`src/lphs_pkg.sv`:
```
`timescale 1ns / 1ps
// ----------------------------------------------------------------------------
// lphs_pkg
// Shared constants, codes and port structs of the linear probe hash set.
// ----------------------------------------------------------------------------
package lphs_pkg;

    localparam int TABLE_SLOTS   = 26;
    localparam int MAX_KEY_BYTES = 8;

    localparam int KEY_BYTES = 8;
    localparam int KEY_W     = 8 * KEY_BYTES;
    localparam int LEN_W     = 4;
    localparam int STATUS_W  = 3;
    localparam int SLOT_OUT_W = 5;
    localparam int SLOT_W    = $clog2(TABLE_SLOTS);
    localparam int CNT_W     = $clog2(TABLE_SLOTS + 1);

    localparam logic [7:0] CHAR_A = 8'h61;
    localparam logic [7:0] CHAR_Z = 8'h7a;

    typedef enum logic [1:0] {
        MARK_NEVER    = 2'd0,
        MARK_OCCUPIED = 2'd1,
        MARK_TOMB     = 2'd2
    } mark_t;

    typedef enum logic [STATUS_W-1:0] {
        ST_INSERTED  = 3'd0,
        ST_PRESENT   = 3'd1,
        ST_FULL      = 3'd2,
        ST_DELETED   = 3'd3,
        ST_NOT_FOUND = 3'd4,
        ST_BAD_KEY   = 3'd5
    } status_t;

    localparam logic MODE_ADD = 1'b0;

    typedef struct packed {
        logic              en;
        logic [SLOT_W-1:0] slot;
    } rd_req_t;

    typedef struct packed {
        logic [KEY_W-1:0] key;
        logic [LEN_W-1:0] len;
        mark_t            mark;
    } rd_data_t;

    typedef struct packed {
        logic              en;
        logic              key_en;
        logic [SLOT_W-1:0] slot;
        mark_t             mark;
        logic [KEY_W-1:0]  key;
        logic [LEN_W-1:0]  len;
    } wr_req_t;

endpackage

```
`src/lphs_req_if.sv`:
```
`timescale 1ns / 1ps
// ----------------------------------------------------------------------------
// lphs_req_if
// Request channel: add or delete one key per beat.
// ----------------------------------------------------------------------------
interface lphs_req_if;
    logic                       valid;
    logic                       ready;
    logic                       mode;
    logic [lphs_pkg::KEY_W-1:0] key;
    logic [lphs_pkg::LEN_W-1:0] key_length;

    modport source (output valid, output mode, output key, output key_length, input ready);
    modport sink   (input valid, input mode, input key, input key_length, output ready);
endinterface

```
`src/lphs_rsp_if.sv`:
```
`timescale 1ns / 1ps
// ----------------------------------------------------------------------------
// lphs_rsp_if
// Response channel: one status and slot per request beat.
// ----------------------------------------------------------------------------
interface lphs_rsp_if;
    logic                            valid;
    logic                            ready;
    logic [lphs_pkg::STATUS_W-1:0]   status;
    logic [lphs_pkg::SLOT_OUT_W-1:0] slot_index;

    modport source (output valid, output status, output slot_index, input ready);
    modport sink   (input valid, input status, input slot_index, output ready);
endinterface

```
`src/lphs_slot_store.sv`:
```
`timescale 1ns / 1ps
// ----------------------------------------------------------------------------
// lphs_slot_store
// Slot storage: key and length memory plus per-slot marks, one read port
// with registered data and one write port.
// ----------------------------------------------------------------------------
module lphs_slot_store
(
    input  logic                clk,
    input  logic                rst_n,
    input  lphs_pkg::rd_req_t   rd,
    input  lphs_pkg::wr_req_t   wr,
    output lphs_pkg::rd_data_t  rd_data
);

    logic [lphs_pkg::KEY_W-1:0] key_mem [lphs_pkg::TABLE_SLOTS];
    logic [lphs_pkg::LEN_W-1:0] len_mem [lphs_pkg::TABLE_SLOTS];
    lphs_pkg::mark_t            mark_reg [lphs_pkg::TABLE_SLOTS];

    logic [lphs_pkg::KEY_W-1:0] rd_key_reg;
    logic [lphs_pkg::LEN_W-1:0] rd_len_reg;
    lphs_pkg::mark_t            rd_mark_reg;

    // Key memory: no reset, an entry is used only once its mark says occupied
    always_ff @(posedge clk)
    begin
        if (wr.en && wr.key_en)
        begin
            key_mem[wr.slot] <= wr.key;
            len_mem[wr.slot] <= wr.len;
        end
        if (rd.en)
        begin
            rd_key_reg <= key_mem[rd.slot];
            rd_len_reg <= len_mem[rd.slot];
        end
    end

    always_ff @(posedge clk or negedge rst_n)
    begin
        if (!rst_n)
        begin
            for (int i = 0; i < lphs_pkg::TABLE_SLOTS; i++)
            begin
                mark_reg[i] <= lphs_pkg::MARK_NEVER;
            end
            rd_mark_reg <= lphs_pkg::MARK_NEVER;
        end
        else
        begin
            if (wr.en)
            begin
                mark_reg[wr.slot] <= wr.mark;
            end
            if (rd.en)
            begin
                rd_mark_reg <= mark_reg[rd.slot];
            end
        end
    end

    assign rd_data.key  = rd_key_reg;
    assign rd_data.len  = rd_len_reg;
    assign rd_data.mark = rd_mark_reg;

endmodule

```
`src/linear_probe_hash_set.sv`:
```
`timescale 1ns / 1ps
// ----------------------------------------------------------------------------
// linear_probe_hash_set
// Open-addressing hash set of short lowercase keys with linear probing.
// ----------------------------------------------------------------------------
// One request at a time: add or delete a key of one to eight characters. The
// home slot is the last character minus 'a'; probing walks the slots in turn
// and wraps. One probe pass serves both the lookup and the choice of a free
// slot for an add. The slot memory has one read port with registered data,
// reads are issued back to back, and a request stops probing at a match, at
// a never-used slot or after a full lap of 26 slots; a bad key is answered
// without probing. A finished response waits in its own register, but the
// next request is not taken until the current one has been handed to that
// register. All slots come out of reset unused.
// ----------------------------------------------------------------------------
module linear_probe_hash_set
(
    input  logic              clk,
    input  logic              rst_n,
    lphs_req_if.sink          req,
    lphs_rsp_if.source        rsp
);

    typedef enum logic [1:0] {
        S_IDLE,
        S_PROBE,
        S_DONE
    } state_t;

    state_t                          state_reg, state_next;
    logic                            mode_reg, mode_next;
    logic [lphs_pkg::KEY_W-1:0]      key_reg, key_next;
    logic [lphs_pkg::LEN_W-1:0]      len_reg, len_next;
    logic [lphs_pkg::SLOT_W-1:0]     iss_slot_reg, iss_slot_next;
    logic [lphs_pkg::CNT_W-1:0]      iss_cnt_reg, iss_cnt_next;
    logic                            chk_valid_reg, chk_valid_next;
    logic [lphs_pkg::SLOT_W-1:0]     chk_slot_reg, chk_slot_next;
    logic                            chk_last_reg, chk_last_next;
    logic                            free_hit_reg, free_hit_next;
    logic [lphs_pkg::SLOT_W-1:0]     free_slot_reg, free_slot_next;
    lphs_pkg::status_t               res_status_reg, res_status_next;
    logic [lphs_pkg::SLOT_W-1:0]     res_slot_reg, res_slot_next;
    logic                            out_valid_reg, out_valid_next;
    lphs_pkg::status_t               out_status_reg, out_status_next;
    logic [lphs_pkg::SLOT_W-1:0]     out_slot_reg, out_slot_next;

    lphs_pkg::rd_req_t               rd_req;
    lphs_pkg::wr_req_t               wr_req;
    lphs_pkg::rd_data_t              rd_data;

    logic [lphs_pkg::KEY_W-1:0]      key_masked;
    logic [7:0]                      last_char;
    logic [7:0]                      home_diff;
    logic [lphs_pkg::SLOT_W-1:0]     home_slot;
    logic                            key_bad;

    logic                            slot_match;
    logic                            slot_free;
    logic                            ins_ok;
    logic [lphs_pkg::SLOT_W-1:0]     ins_slot;
    logic [lphs_pkg::SLOT_W-1:0]     iss_slot_succ;

    lphs_slot_store u_store
    (
        .clk     (clk),
        .rst_n   (rst_n),
        .rd      (rd_req),
        .wr      (wr_req),
        .rd_data (rd_data)
    );

    // Key check and home slot, straight off the request beat
    always_comb
    begin
        key_masked = '0;
        last_char  = '0;
        for (int i = 0; i < lphs_pkg::KEY_BYTES; i++)
        begin
            if ((lphs_pkg::LEN_W'(i) < req.key_length) && (i < lphs_pkg::MAX_KEY_BYTES))
            begin
                key_masked[8*i +: 8] = req.key[8*i +: 8];
            end
            if (lphs_pkg::LEN_W'(i + 1) == req.key_length)
            begin
                last_char = req.key[8*i +: 8];
            end
        end
        key_bad = (req.key_length == '0)
               || (req.key_length > lphs_pkg::LEN_W'(lphs_pkg::MAX_KEY_BYTES))
               || (last_char < lphs_pkg::CHAR_A)
               || (last_char > lphs_pkg::CHAR_Z);
        home_diff = last_char - lphs_pkg::CHAR_A;
        home_slot = (home_diff >= 8'(lphs_pkg::TABLE_SLOTS)) ? '0
                  : home_diff[lphs_pkg::SLOT_W-1:0];
    end

    assign iss_slot_succ = (iss_slot_reg == lphs_pkg::SLOT_W'(lphs_pkg::TABLE_SLOTS - 1))
                         ? '0 : iss_slot_reg + lphs_pkg::SLOT_W'(1);

    assign slot_match = (rd_data.mark == lphs_pkg::MARK_OCCUPIED)
                     && (rd_data.key == key_reg) && (rd_data.len == len_reg);
    assign slot_free  = (rd_data.mark == lphs_pkg::MARK_NEVER)
                     || (rd_data.mark == lphs_pkg::MARK_TOMB);
    assign ins_ok     = free_hit_reg || slot_free;
    assign ins_slot   = free_hit_reg ? free_slot_reg : chk_slot_reg;

    always_comb
    begin
        state_next      = state_reg;
        mode_next       = mode_reg;
        key_next        = key_reg;
        len_next        = len_reg;
        iss_slot_next   = iss_slot_reg;
        iss_cnt_next    = iss_cnt_reg;
        chk_valid_next  = chk_valid_reg;
        chk_slot_next   = chk_slot_reg;
        chk_last_next   = chk_last_reg;
        free_hit_next   = free_hit_reg;
        free_slot_next  = free_slot_reg;
        res_status_next = res_status_reg;
        res_slot_next   = res_slot_reg;
        out_valid_next  = out_valid_reg;
        out_status_next = out_status_reg;
        out_slot_next   = out_slot_reg;

        rd_req.en     = 1'b0;
        rd_req.slot   = iss_slot_reg;
        wr_req.en     = 1'b0;
        wr_req.key_en = 1'b0;
        wr_req.slot   = chk_slot_reg;
        wr_req.mark   = lphs_pkg::MARK_OCCUPIED;
        wr_req.key    = key_reg;
        wr_req.len    = len_reg;

        if (out_valid_reg && rsp.ready)
        begin
            out_valid_next = 1'b0;
        end

        unique case (state_reg)
            S_IDLE:
            begin
                if (req.valid)
                begin
                    mode_next = req.mode;
                    key_next  = key_masked;
                    len_next  = req.key_length;
                    if (key_bad)
                    begin
                        res_status_next = lphs_pkg::ST_BAD_KEY;
                        res_slot_next   = '0;
                        state_next      = S_DONE;
                    end
                    else
                    begin
                        iss_slot_next  = home_slot;
                        iss_cnt_next   = '0;
                        chk_valid_next = 1'b0;
                        free_hit_next  = 1'b0;
                        state_next     = S_PROBE;
                    end
                end
            end

            S_PROBE:
            begin
                // Issue the next probe every cycle until a full lap is out
                if (iss_cnt_reg != lphs_pkg::CNT_W'(lphs_pkg::TABLE_SLOTS))
                begin
                    rd_req.en      = 1'b1;
                    iss_slot_next  = iss_slot_succ;
                    iss_cnt_next   = iss_cnt_reg + lphs_pkg::CNT_W'(1);
                    chk_valid_next = 1'b1;
                    chk_slot_next  = iss_slot_reg;
                    chk_last_next  = (iss_cnt_reg
                                   == lphs_pkg::CNT_W'(lphs_pkg::TABLE_SLOTS - 1));
                end
                else
                begin
                    chk_valid_next = 1'b0;
                end

                if (chk_valid_reg)
                begin
                    if (!free_hit_reg && slot_free)
                    begin
                        free_hit_next  = 1'b1;
                        free_slot_next = chk_slot_reg;
                    end

                    priority if (slot_match)
                    begin
                        // Drop the probe still in flight
                        chk_valid_next = 1'b0;
                        state_next     = S_DONE;
                        res_slot_next  = chk_slot_reg;
                        if (mode_reg == lphs_pkg::MODE_ADD)
                        begin
                            res_status_next = lphs_pkg::ST_PRESENT;
                        end
                        else
                        begin
                            wr_req.en       = 1'b1;
                            wr_req.mark     = lphs_pkg::MARK_TOMB;
                            res_status_next = lphs_pkg::ST_DELETED;
                        end
                    end
                    else if ((rd_data.mark == lphs_pkg::MARK_NEVER) || chk_last_reg)
                    begin
                        chk_valid_next = 1'b0;
                        state_next     = S_DONE;
                        if ((mode_reg == lphs_pkg::MODE_ADD) && ins_ok)
                        begin
                            wr_req.en       = 1'b1;
                            wr_req.key_en   = 1'b1;
                            wr_req.slot     = ins_slot;
                            res_status_next = lphs_pkg::ST_INSERTED;
                            res_slot_next   = ins_slot;
                        end
                        else if (mode_reg == lphs_pkg::MODE_ADD)
                        begin
                            res_status_next = lphs_pkg::ST_FULL;
                            res_slot_next   = '0;
                        end
                        else
                        begin
                            res_status_next = lphs_pkg::ST_NOT_FOUND;
                            res_slot_next   = '0;
                        end
                    end
                    else
                    begin
                        // Keep probing
                    end
                end
            end

            S_DONE:
            begin
                // Hand over once the output register is free
                if (!out_valid_reg || rsp.ready)
                begin
                    out_valid_next  = 1'b1;
                    out_status_next = res_status_reg;
                    out_slot_next   = res_slot_reg;
                    state_next      = S_IDLE;
                end
            end

            default:
            begin
                state_next = S_IDLE;
            end
        endcase
    end

    always_ff @(posedge clk or negedge rst_n)
    begin
        if (!rst_n)
        begin
            state_reg      <= S_IDLE;
            mode_reg       <= 1'b0;
            key_reg        <= '0;
            len_reg        <= '0;
            iss_slot_reg   <= '0;
            iss_cnt_reg    <= '0;
            chk_valid_reg  <= 1'b0;
            chk_slot_reg   <= '0;
            chk_last_reg   <= 1'b0;
            free_hit_reg   <= 1'b0;
            free_slot_reg  <= '0;
            res_status_reg <= lphs_pkg::ST_INSERTED;
            res_slot_reg   <= '0;
            out_valid_reg  <= 1'b0;
            out_status_reg <= lphs_pkg::ST_INSERTED;
            out_slot_reg   <= '0;
        end
        else
        begin
            state_reg      <= state_next;
            mode_reg       <= mode_next;
            key_reg        <= key_next;
            len_reg        <= len_next;
            iss_slot_reg   <= iss_slot_next;
            iss_cnt_reg    <= iss_cnt_next;
            chk_valid_reg  <= chk_valid_next;
            chk_slot_reg   <= chk_slot_next;
            chk_last_reg   <= chk_last_next;
            free_hit_reg   <= free_hit_next;
            free_slot_reg  <= free_slot_next;
            res_status_reg <= res_status_next;
            res_slot_reg   <= res_slot_next;
            out_valid_reg  <= out_valid_next;
            out_status_reg <= out_status_next;
            out_slot_reg   <= out_slot_next;
        end
    end

    assign req.ready      = (state_reg == S_IDLE);
    assign rsp.valid      = out_valid_reg;
    assign rsp.status     = out_status_reg;
    assign rsp.slot_index = out_slot_reg[lphs_pkg::SLOT_OUT_W-1:0];

endmodule
```
`src/flat_wrapper.sv`:
```
// flat-port wrapper written by rule: the top's interface ports become plain ports
module linear_probe_hash_set_flat 
  (clk, rst_n, req_valid, req_mode, req_key, req_key_length, req_ready, rsp_valid, rsp_status, rsp_slot_index, rsp_ready);
  lphs_req_if req_i ();
  lphs_rsp_if rsp_i ();
  input  logic clk;
  input  logic rst_n;
  input wire logic [$bits(req_i.valid)-1:0] req_valid;
  input wire logic [$bits(req_i.mode)-1:0] req_mode;
  input wire logic [$bits(req_i.key)-1:0] req_key;
  input wire logic [$bits(req_i.key_length)-1:0] req_key_length;
  output wire logic [$bits(req_i.ready)-1:0] req_ready;
  output wire logic [$bits(rsp_i.valid)-1:0] rsp_valid;
  output wire logic [$bits(rsp_i.status)-1:0] rsp_status;
  output wire logic [$bits(rsp_i.slot_index)-1:0] rsp_slot_index;
  input wire logic [$bits(rsp_i.ready)-1:0] rsp_ready;
  assign req_i.valid = req_valid;
  assign req_i.mode = req_mode;
  assign req_i.key = req_key;
  assign req_i.key_length = req_key_length;
  assign req_ready = req_i.ready;
  assign rsp_valid = rsp_i.valid;
  assign rsp_status = rsp_i.status;
  assign rsp_slot_index = rsp_i.slot_index;
  assign rsp_i.ready = rsp_ready;
  linear_probe_hash_set u_core (.clk(clk), .rst_n(rst_n), .req(req_i), .rsp(rsp_i));
endmodule
```
`config.mk`:
```
export PLATFORM = sky130hd
export DESIGN_NAME = linear_probe_hash_set_flat
export DESIGN_NICKNAME = d
export VERILOG_FILES = /design/src/lphs_pkg.sv /design/src/lphs_req_if.sv /design/src/lphs_rsp_if.sv /design/src/lphs_slot_store.sv /design/src/linear_probe_hash_set.sv /design/src/flat_wrapper.sv
export SDC_FILE = /design/constraint.sdc
export NUM_CORES = 2
export LEC_CHECK = 0
export ABC_AREA = 0
export ABC_CLOCK_PERIOD_IN_PS = 20300
export BUFFER_PORTS_ARGS = -buffer_cell sky130_fd_sc_hd__clkbuf_2
export CAP_MARGIN = 20
export CORE_ASPECT_RATIO = 1.5
export CORE_UTILIZATION = 60
export DETAILED_ROUTE_END_ITERATION = 12
export PLACE_DENSITY = 0.76
export SLEW_MARGIN = 20
export SYNTH_ARGS = -nofsm -noshare
export SYNTH_HDL_FRONTEND = slang
export SYNTH_SLANG_ARGS = --single-unit
```
`constraint.sdc`:
```
create_clock -name clk -period 20.3 [get_ports clk]
set_clock_uncertainty 0.2 [all_clocks]
set_input_delay 6.09 -clock clk [delete_from_list [all_inputs] [get_ports clk]]
set_output_delay 6.09 -clock clk [all_outputs]
set_load 0.1 [all_outputs]
```
# Yosys cells after proc, flatten, opt, wreduce, memory -nomap -nowiden
# Memories as Yosys holds them, arrays and structs flattened. A register that Yosys moved wholly into a read port is not among the register bits.
# Index checks and enable logic that the tools add are counted.
# word_totals
register_bits,165
latchBits,0
mem_bits_rw,1768
romBits,0
input_bits,73
output_inout_bits,10
elab_cells,201
n_memories,2
# op_classes
add_sub_neg,3
mul,0
n_div,0
n_lt_le_gt_ge,15
eq_ne,25
n_shift,0
mux,81
bitwise_logic,3
n_reduce_logical,29
# memory_table
name,words,width,rd,rd_clocked_by_memory_dff,wr,line_no,source
u_core.u_store.key_mem,26,64,1,1,1,lphs_slot_store.sv:16,logic [lphs_pkg::KEY_W-1:0] key_mem [lphs_pkg::TABLE_SLOTS];
u_core.u_store.len_mem,26,4,1,1,1,lphs_slot_store.sv:17,logic [lphs_pkg::LEN_W-1:0] len_mem [lphs_pkg::TABLE_SLOTS];
# ops
cell,n
$mux 8,16
$mux 5,15
$eq 64x64->1,1
$bwmux 52,1
$pmux 5 s2,3
$mux 2,12
$mux 3,7
$mux 9,2
$eq 3x4->1 const A,4
$lt 3x4->1 const A,4
$mux 1,16
$mux 7,2
$ge 6x6->1 const B,2
$not 5->6,2
$add 5x1->5 const B,2
$bmux 2 s5,1
$demux 2 s5,1
$eq 5x5->1 const B,2
$ne 2x1->1 const B,5
$reduce_and 5->1,2
$eq 2x4->1 const A,2
$ge 8x5->1 const B,1
$gt 8x7->1 const B,1
$lt 1x4->1 const A,2
other kinds (27),50

# Logic depth before layout (Yosys ltp)
# depth
ltp_word,15
mapped_depth,16

# By module
# From an unflattened synthesis, not the netlist that was laid out.
# hier_totals
hier_cells,4257
area_unflattened_um2,78823.1
# by_module_without_submodules
mod,instances,cells_each,area_per_inst_um2,seq_area_each_um2
lphs_slot_store,1,3645,72587.1,56484.2
linear_probe_hash_set,1,612,6236.0,2777.7

# Worst setup path before layout
# Ideal clock, no wire load.
# synth_timing
kind,input port to flip-flop
from,input req_key_length[0]
to,register u_core.iss_slot_reg[3] (netlist bit)
setup_ns,0.069
arrival_ns,9.208
setup_slack_ns,10.823
stages,13
n_path_buf,3
cell_sequence,buf_2 > buf_2 > buf_1 > mux2i_1 > nor2_1 > a211oi_1 > ha_1 > nand3_1 > or3_1 > mux2_2 > o32a_1 > or4b_2 > nand3_1
# synth_between
elab_chain_cells,15
word_cells_on_any_way,31
classes_between,1 x add/sub; 4 x order compare; 9 x eq/ne; 12 x mux; 5 x reduce/logical
# synth_lines
item,line_no,source
"start, declared",flat_wrapper.sv:11,input wire logic [$bits(req_i.key_length)-1:0] req_key_length;
$eq 1x4->1,linear_probe_hash_set.sv:83,if (lphs_pkg::LEN_W'(i + 1) == req.key_length)
$mux 8 (8 in series),linear_probe_hash_set.sv:83,
$sub 8x7->8,linear_probe_hash_set.sv:92,home_diff = last_char - lphs_pkg::CHAR_A;
$ge 8x5->1,linear_probe_hash_set.sv:93,home_slot = (home_diff >= 8'(lphs_pkg::TABLE_SLOTS)) ? '0
$mux 5,linear_probe_hash_set.sv:93,
$mux 5,linear_probe_hash_set.sv:148,if (key_bad)
$mux 5,linear_probe_hash_set.sv:143,if (req.valid)
$pmux 5 s2,linear_probe_hash_set.sv:140,unique case (state_reg)
"end signal, assigned",linear_probe_hash_set.sv:284,iss_slot_reg <= iss_slot_next;
"end, declared",linear_probe_hash_set.sv:34,"logic [lphs_pkg::SLOT_W-1:0] iss_slot_reg, iss_slot_next;"
# Several ways; a longest one is shown, not always the timed one. The select of a mux whose other input is x is not followed.
# A chain may end at the register's enable or synchronous reset.

# Final worst setup path
# Same ends and word-level chain as after synthesis.

==> reports/results.ini <==
[outcome]
status=completed

[setup_path]
crit_type=in2reg
end_kind=register
r2r_cells=10
path_max_fanout=48
timing.rr.end=u_core.u_store.key_mem[22][39]$_DFFE_PP_
reg2reg_slack_ns=13.43
arrival_ns=10.18
cp.required_ns=20.83
crit_path_start_kind=primary input
regToRegStartpoint=u_core.key_reg[23]$_DFFE_PN0P_

[route]
routed_wl_mm=201
wl_per_cell_um=33.2
num_vias=41486
vias_per_cell=6.86
drc=0
ant_nets=0
drt_iter0_markers=5728
firstDrtPassIters=7

[floorplan]
ioPinCount=83
die_w_um=298
num_rows=162
die_area_um2=132000
core_um2=130000
start_util_pct=60.5
fp.dieH_um=445

[timing]
slew_headroom_pct=17.9
grt_setup_unrepaired=false
fmax_ghz=0.104
slew_viol_final=0
tightest_slew_ns=1.23
period_share_pct=47.5
setup_viol=0
hold_viol=0
fin_setup_tns_ns=0
fin_crit_ns=9.65
setup_ws_ns=10.65

[logic_synthesis]
synth_flop_cell=edfxtp_1
synthesis.area_um2=78600
postSynthCellCount=4045
avgSynthCellArea_um2=19.4
synth_cell_type_count=71
ys_ff_latch=2001
syn_nets=4126
yosysWarnings=0
synth_edf_count=1836
ys_seq_area_share_pct=75.4
synthArstFlopShare_pct=8.25

[cts]
clk_latency_ns=0.82
cts_resized=0
cts_buffers=168
htreeDepth=4
cts_setup_buffers=0
clock-sinks=2001
root_buffer=clkbuf_16
clk_pin_slew_ns=0.07
clockBufferDepth=3
cts-hold-fix-buffers=0
cts_tree=built

[final_layout]
areaGrowthSynthToFinish_pct=10.6
fin_area_um2=86900
regMostFlops=u_core.u_store.key_mem
drive_gt1_share_pct=22.2
largest_register_ffs=1664
nNetsFinal=4271
reg_top3=u_core.u_store.key_mem x1664, u_core.u_store.len_mem x104
final_cells=6051
utilization_pct=66.9

[pwr]
seqPwrFrac_pct=47.1
p_leak_nw=28.7
swShare_pct=29.0
pwr-share-comb_pct=23.2
p_int_w=0.00766
ir_drop_mv=0.126
power.switching_w=0.00312
clkPwrFrac_pct=29.6
p_per_area_nw_per_um2=124

[global_routing]
grt_pass1_vias=41736
grt_max_degree=119
grt_use_met3_pct=5.88
gr-total-overflow=0
use_met1_pct=40.1
grt.busiest_layer=met2
grt_usage_pct=30.6
antenna_found_initial=4
grt_pass1_wl_mm=286
met2_usage_pct=49.5

[worst_hold_path]
hp-class=reg2reg
holdPathEnd=u_core.u_store.mark_reg[4]$_DFFE_PN0P_
min_path_cells=1
min_from=u_core.u_store.mark_reg[4]$_DFFE_PN0P_

[placed_design]
post-place-ws_ns=9.94
gp_congestion=0.866
placed_area_um2=81500
dp.cells=5742
portBuffers=82
dp_hpwl_mm=108

[flow_run]
drv_cap=0

placed cells by master (no fill, tap or decap), types with 45 or more instances in the layout:
cell type / Yosys / layout
edfxtp_1: 1836 / 1836
mux4_2: 366 / 366
mux2i_1: 269 / 265
clkbuf_16: 0 / 171
dfrtp_1: 165 / 158
nand2_1: 150 / 147
o21ai_0: 126 / 126
buf_4: 0 / 119
nor2_1: 130 / 106
mux2_2: 98 / 98
a21oi_1: 96 / 95
clkbuf_2: 1 / 81
o22ai_1: 80 / 80
a2111oi_0: 62 / 62
a22o_1: 49 / 49
clkbuf_1: 139 / 45
metrics by stage:
step / hold WS (ns) / power, W
final: 0.285 / 0.0108
after global routing: 0.301 / 0.0111
after global placement: 0.262 / 0.00760
after floorplan: 0.244 / 0.00685
after detailed placement: 0.261 / 0.00764
after CTS: 0.286 / 0.0108
cells by family after synthesis:
kind of cell / Yosys count / synth area share [%]
adders and majority gates: 9 / 0.140
buffers and inverters: 270 / 1.34
muxes: 735 / 15.3
DFF: 2001 / 75.4
xor gates and xnor gates: 59 / 0.657
AOI/OAI and AO/OA: 511 / 4.31
and+or+nand+nor: 460 / 2.80
how the worst max path moves through the flow:
stage          cells past startpoint               from                            endpoint  slack [ns]
2_1_floorplan                     13  req_key_length[0]  u_core.iss_slot_reg[3]$_DFFE_PN0P_       10.82
3_3_place_gp                      12  req_key_length[0]  u_core.iss_slot_reg[3]$_DFFE_PN0P_        9.95
3_5_place_dp                      12  req_key_length[0]  u_core.iss_slot_reg[3]$_DFFE_PN0P_        9.94
4_1_cts                           12  req_key_length[0]  u_core.iss_slot_reg[3]$_DFFE_PN0P_       10.77
5_1_grt                           11  req_key_length[0]  u_core.iss_slot_reg[3]$_DFFE_PN0P_       10.41
6_report                          12  req_key_length[0]  u_core.iss_slot_reg[3]$_DFFE_PN0P_       10.65
Yosys cell counts (all sizes together), types with 5 or more instances:
cell type,instances,share of area [%]
xnor2,35,0.39
nand3,24,0.15
nand2,150,0.72
o22ai,80,0.64
dfrtp,165,5.3
ha,8,0.13
nor2b,28,0.22
nand3b,9,0.086
o211ai,5,0.048
a2111oi,62,0.69
a21oi,100,0.66
o21ai,128,0.82
edfxtp,1836,70
mux2i,269,3.4
a211oi,13,0.12
mux4,366,10
clkbuf,140,0.67
nand4,21,0.17
and2,5,0.043
nor2,130,0.62
a31oi,6,0.048
mux2,100,1.4
nand2b,27,0.21
buf,90,0.48
inv,40,0.19
nor3,18,0.11
xor2,24,0.27
nor4,15,0.12
or4,7,0.076
o22a,25,0.28
a22o,49,0.55
power by group through the flow:
stage          Sequential [W]  Combinational, W  Clock [W]
4_1_cts               0.00507           0.00251    0.00321
2_1_floorplan         0.00507           0.00178          0
5_1_grt               0.00509           0.00266    0.00335
3_3_place_gp          0.00515           0.00246          0
3_5_place_dp          0.00516           0.00248          0
6_report              0.00508           0.00250    0.00319
critical path: stages:
cell,delay (ns)
clkbuf_2,0.69
mux2_2,0.41
nand3_1,0.08
a32oi_1,0.09
a211oi_1,0.61
ha_1,0.26
a21oi_1,0.04
o211ai_1,0.37
nand4b_1,0.35
and2_1,0.37
or4b_2,0.69
nand3_1,0.10
metal layers:
metal  wire length, um  up-vias
met3             21100      521
met1             70400    21407
met2             98800     2793
met4             10400        0
li1                  -    16765
met5                 0        -
layout make-up:
cell class	instances	area [um^2]
Inverter	40	153
Clock inverter	85	851
Sequential cell	2001	59300
Multi-Input combinational cell	1774	18500
Timing Repair Buffer	205	1390
Tap cell	1722	2150
Fill cell	8034	43000
Clock buffer	222	4530
Antenna cell	2	5.00
No activity file was read; power rests on OpenSTA's default activity.
